### config.mk
export PLATFORM = sky130hd
export DESIGN_NAME = mtea_ram
export DESIGN_NICKNAME = d
export VERILOG_FILES = /design/src/sv/mtea_ram.sv
export SDC_FILE = /design/constraint.sdc
export NUM_CORES = 2
export LEC_CHECK = 0
export BUFFER_PORTS_ARGS = -buffer_cell sky130_fd_sc_hd__buf_2
export CAP_MARGIN = 20
export CORE_MARGIN = 2
export CORE_UTILIZATION = 30
export DETAILED_ROUTE_END_ITERATION = 8
export GPL_ROUTABILITY_DRIVEN = 0
export PLACE_DENSITY = 0.42
export SKIP_LAST_GASP = 1
export SLEW_MARGIN = 10
export SYNTH_ARGS = -nofsm -noshare
export SYNTH_HDL_FRONTEND = slang
export SYNTH_SLANG_ARGS = --single-unit
### constraint.sdc
create_clock -name clk_i -period 3.3 [get_ports clk_i]
set_input_delay 0.66 -clock clk_i [delete_from_list [all_inputs] [get_ports clk_i]]
set_output_delay 0.66 -clock clk_i [all_outputs]
set_load 0.005 [all_outputs]
### src/sv/mtea_ram.sv
// Generic single-clock RAM: one write port and one read port, registered read.
// No dependencies.
module mtea_ram #(
  parameter int unsigned WIDTH = 8,
  parameter int unsigned DEPTH = 256
) (
  input  logic                     clk_i,
  input  logic                     we_i,
  input  logic [$clog2(DEPTH)-1:0] waddr_i,
  input  logic [WIDTH-1:0]         wdata_i,
  input  logic                     re_i,
  input  logic [$clog2(DEPTH)-1:0] raddr_i,
  output logic [WIDTH-1:0]         rdata_o
);

  logic [WIDTH-1:0] mem_q [DEPTH];
  logic [WIDTH-1:0] rdata_q;

  always_ff @(posedge clk_i) begin
    if (we_i) begin
      mem_q[waddr_i] <= wdata_i;
    end
    if (re_i) begin
      rdata_q <= mem_q[raddr_i];
    end
  end

  assign rdata_o = rdata_q;

endmodule

==> metrics.yaml <==
die:
  placeableCoreArea_um2: 265000
  die_height_um: 519
  die_area_um2: 270000
  initial_utilization_pct: 30.1
  ioPinCount: 35
  dieWidth_um: 519
  placement_rows: 189
placement:
  buffer_ports.inserted: 34
  post-dp-hpwl_mm: 151
  placed_cells_incl_taps: 7702
  place_worst_setup_slack_ps: -819
status:
  status: "finished clean"
logic_synthesis:
  synth_area_um2: 79600
  synth-edff-count: 2056
  synth_area_per_cell_um2: 21.3
  syn-instance-count: 3733
  synthFlopType: "edfxtp_1"
  synth-seq-cells: 2056
  yosysWarningCount: 0
  synth_cell_type_count: 54
  post_synthesis_async_set_or_reset_flop_share_pct: 0
  net_count_after_synthesis: 3760
  synth-seq-area-share_pct: 77.5
worst_setup_path:
  cp.arrival_ps: 3840
  cpMaxStageDelayCell: "nor4_1"
  critical_path.most_common_cell: "buf_12"
  critical_path.n_buffers_inverters: 5
  crit_chain: "buf_8, buf_12, buf_12, buf_12, mux4_2, a22oi_1, a21oi_1, nor4_1, buf_4, nor4_1"
  critical_path_required_ps: 3920
  crit_type: "in2reg"
  setup.reg_to_reg.worst_slack_ps: 290
  critPathCaptureType: "register"
  worst_path_dominant_cell_family: "simple AND/OR/NAND/NOR gates"
  critical_path.startpoint_type: "input pin"
  crit_path_max_incr_delay_ps: 1010
  r2r_start: "mem_q[44][1]"
  path_max_fanout: 12
  total_stage_count_of_the_critical_path: 10
  timing.reg2reg.worst_path_depth: 6
  timing.rr.end: "rdata_o[1]"
sta:
  fin_hold_ws_ps: 113
  timing.final.crit_share_pct: 97.7
  fin_ws_ps: 75.9
  setup-violations-final: 0
  final-hold-violation-count: 0
  final-max-slew-violation-count: 0
  fmax_ghz: 0.310
  clock_skew_ps: 60.3
  period_needed_ps: 3220
  grt_setup_unrepaired: "false"
  worst_slew_pin_slew_ps: 1200
  fin_tns_setup_ps: 0
  max_slew_margin_pct: 19.5
hold_path:
  hold_path_startpoint: "wdata_i[1]"
  hold_path.class: "in2reg"
  hold_path_depth: 1
  hold-path-endpoint: "mem_q[81][1]"
pwr:
  p_clk_share_pct: 43.5
  power.net_switching_mw: 12.4
  switching_share_pct: 21.9
  pwr-share-comb_pct: 5.4
  ir_drop_mv: 0.495
  power.sequential.fraction_pct: 51.1
  leakage_nw: 30.5
  power.internal_mw: 44.1
  power_per_cell_area_nw_per_um2: 588
  report.power.total_mw: 56.5
clocking:
  clk-insertion-delay-late_ps: 870
  cts_sinks: 2056
  tritoncts: "built"
  clk_slew_on_worst_s_h_paths_ps: 60
  cts_inserted_buffers: 223
  cts_htree_levels: 4
  post_cts_setup_inserts: 0
  cts-resized-gates: 0
  clk_path_buf_depth: 3
  cts_root_buf: "clkbuf_16"
  hold_fix_buffers_at_cts: 1
route:
  dr.pass1.iters: 5
  routed_wire_length_per_instance_um: 28.5
  route.antenna.remaining_nets: 0
  routed_vias: 39700
  vias_per_cell: 4.89
  drt_iter0_drc: 4044
  drc: 0
  drt-total-wl_mm: 231
final_layout:
  final_nets: 4422
  final_layout_size_suffix_gt1_share_pct: 31.8
  post_synthesis_to_final_layout_area_growth_pct: 20.5
  final-instance-count-excl-fill: 8116
global_routing:
  grt_max_degree: 129
  grt_antenna_before_repair: 20
  grt.overflow.total: 0
  grtUsageTotal_pct: 17.0
  grt_first_pass_wirelength_mm: 326
  number_of_global_route_vias_before_repair: 41500
flow_run:
  max-cap-violations: 0
[layout make-up]
cell class / count / area [um^2]
diodes: 4 / 10.0
clock buffers: 280 / 5820
fillers: 24300 / 169000
well taps: 3533 / 4420
flip-flops and latches: 2056 / 61700
multi-input cells: 1442 / 16500
inverters: 2 / 7.51
repair buffers: 670 / 6080
clock inverters: 129 / 1380
[layer usage]
layer  global-route usage (%)  share of wire, %  up-vias
met5                        0                 0        -
met4                     3.88               1.9        0
met3                     2.23               4.4      267
met2                     27.7                48      982
met1                     24.2                45    21400
li1                         -                 -    17100
[cell usage in the layout, fill, tap and decap left out, types with 13 or more instances in the layout]
master	count
mux4_2	454
clkbuf_16	224
nor2b_1	28
mux2i_1	134
buf_2	23
buf_4	554
clkinv_2	35
a211oi_1	16
nor2_1	279
a21oi_1	96
nor4_1	24
nand2_1	33
edfxtp_1	2056
a22oi_1	133
clkinv_1	50
bufinv_16	21
nor3_1	22
o22ai_1	28
a221oi_1	13
nand3_1	25
buf_12	82
clkbuf_1	56
o221ai_1	46
[state kept, by name (all words and copies together) (netlist names)]
name / flops
mem_q: 2048
rdata_o: 8
[cells by family (layout without fill, tap and decap cells)]
| group | count (synthesis) | count (layout) | share of synthesized area (%) |
|---|---|---|---|
| other | 0 | 4 | 0 |
| and+or+nand+nor | 466 | 466 | 2.63 |
| buffers and inverters | 235 | 1081 | 1.83 |
| muxes | 591 | 591 | 14.6 |
| AOI/OAI and AO/OA | 385 | 385 | 3.42 |
| DFF | 2056 | 2056 | 77.5 |
[synth_stat cells, drive strengths merged, types with 10 or more instances]
cell	number	area (um^2)
nor2b	31	194
nor4	27	188
a211oi	16	120
mux2i	134	1340
nand4	10	62.6
nor2	282	1060
o211ai	10	75.1
clkbuf	111	417
nand2	33	124
mux4	456	10300
a221oi	14	129
edfxtp	2056	61700
buf	122	1030
a22oi	133	998
nand3	34	170
o22ai	28	175
a21oi	96	480
o221ai	47	418
o21ai	12	60.1
nor3	22	110
[how the worst max path moves through the flow]
| stage | startpoint | to | slack (ps) |
|---|---|---|---|
| after global routing | raddr_i[0] | rdata_o[1] | 50 |
| after floorplan | raddr_i[0] | rdata_o[2] | 560 |
| final | raddr_i[0] | rdata_o[1] | 80 |
| after detailed placement | raddr_i[0] | rdata_o[1] | -820 |
| after CTS | raddr_i[0] | rdata_o[1] | 130 |
| after global placement | raddr_i[0] | rdata_o[1] | -820 |
[worst register-to-register path, stage by stage, from the launching register on]
cell	delay, ps
edfxtp_1	370
mux4_2	460
a22oi_1	380
a21oi_1	260
nor4_1	1010
buf_4	250
nor4_1	40
[power by group through the flow]
stage	combinational [mW]	clock, mW	sequential [mW]
6_report	3.06	24.6	28.9
3_3_place_gp	3.12	0	29.4
5_1_grt	3.25	26.2	28.8
4_1_cts	3.14	25.3	28.9
3_5_place_dp	3.13	0	29.4
2_1_floorplan	1.40	0	29.4
[stage by stage]
| step | cell area [um^2] | utilization, % |
|---|---|---|
| final | 96000 | 36.3 |
| after global routing | 96000 | 36.3 |
| after CTS | 96000 | 36.3 |
| after detailed placement | 88800 | 33.5 |
| after global placement | 88800 | 33.5 |
| after floorplan | 79600 | - |
Note: power is estimated with default switching activity, not from simulation.
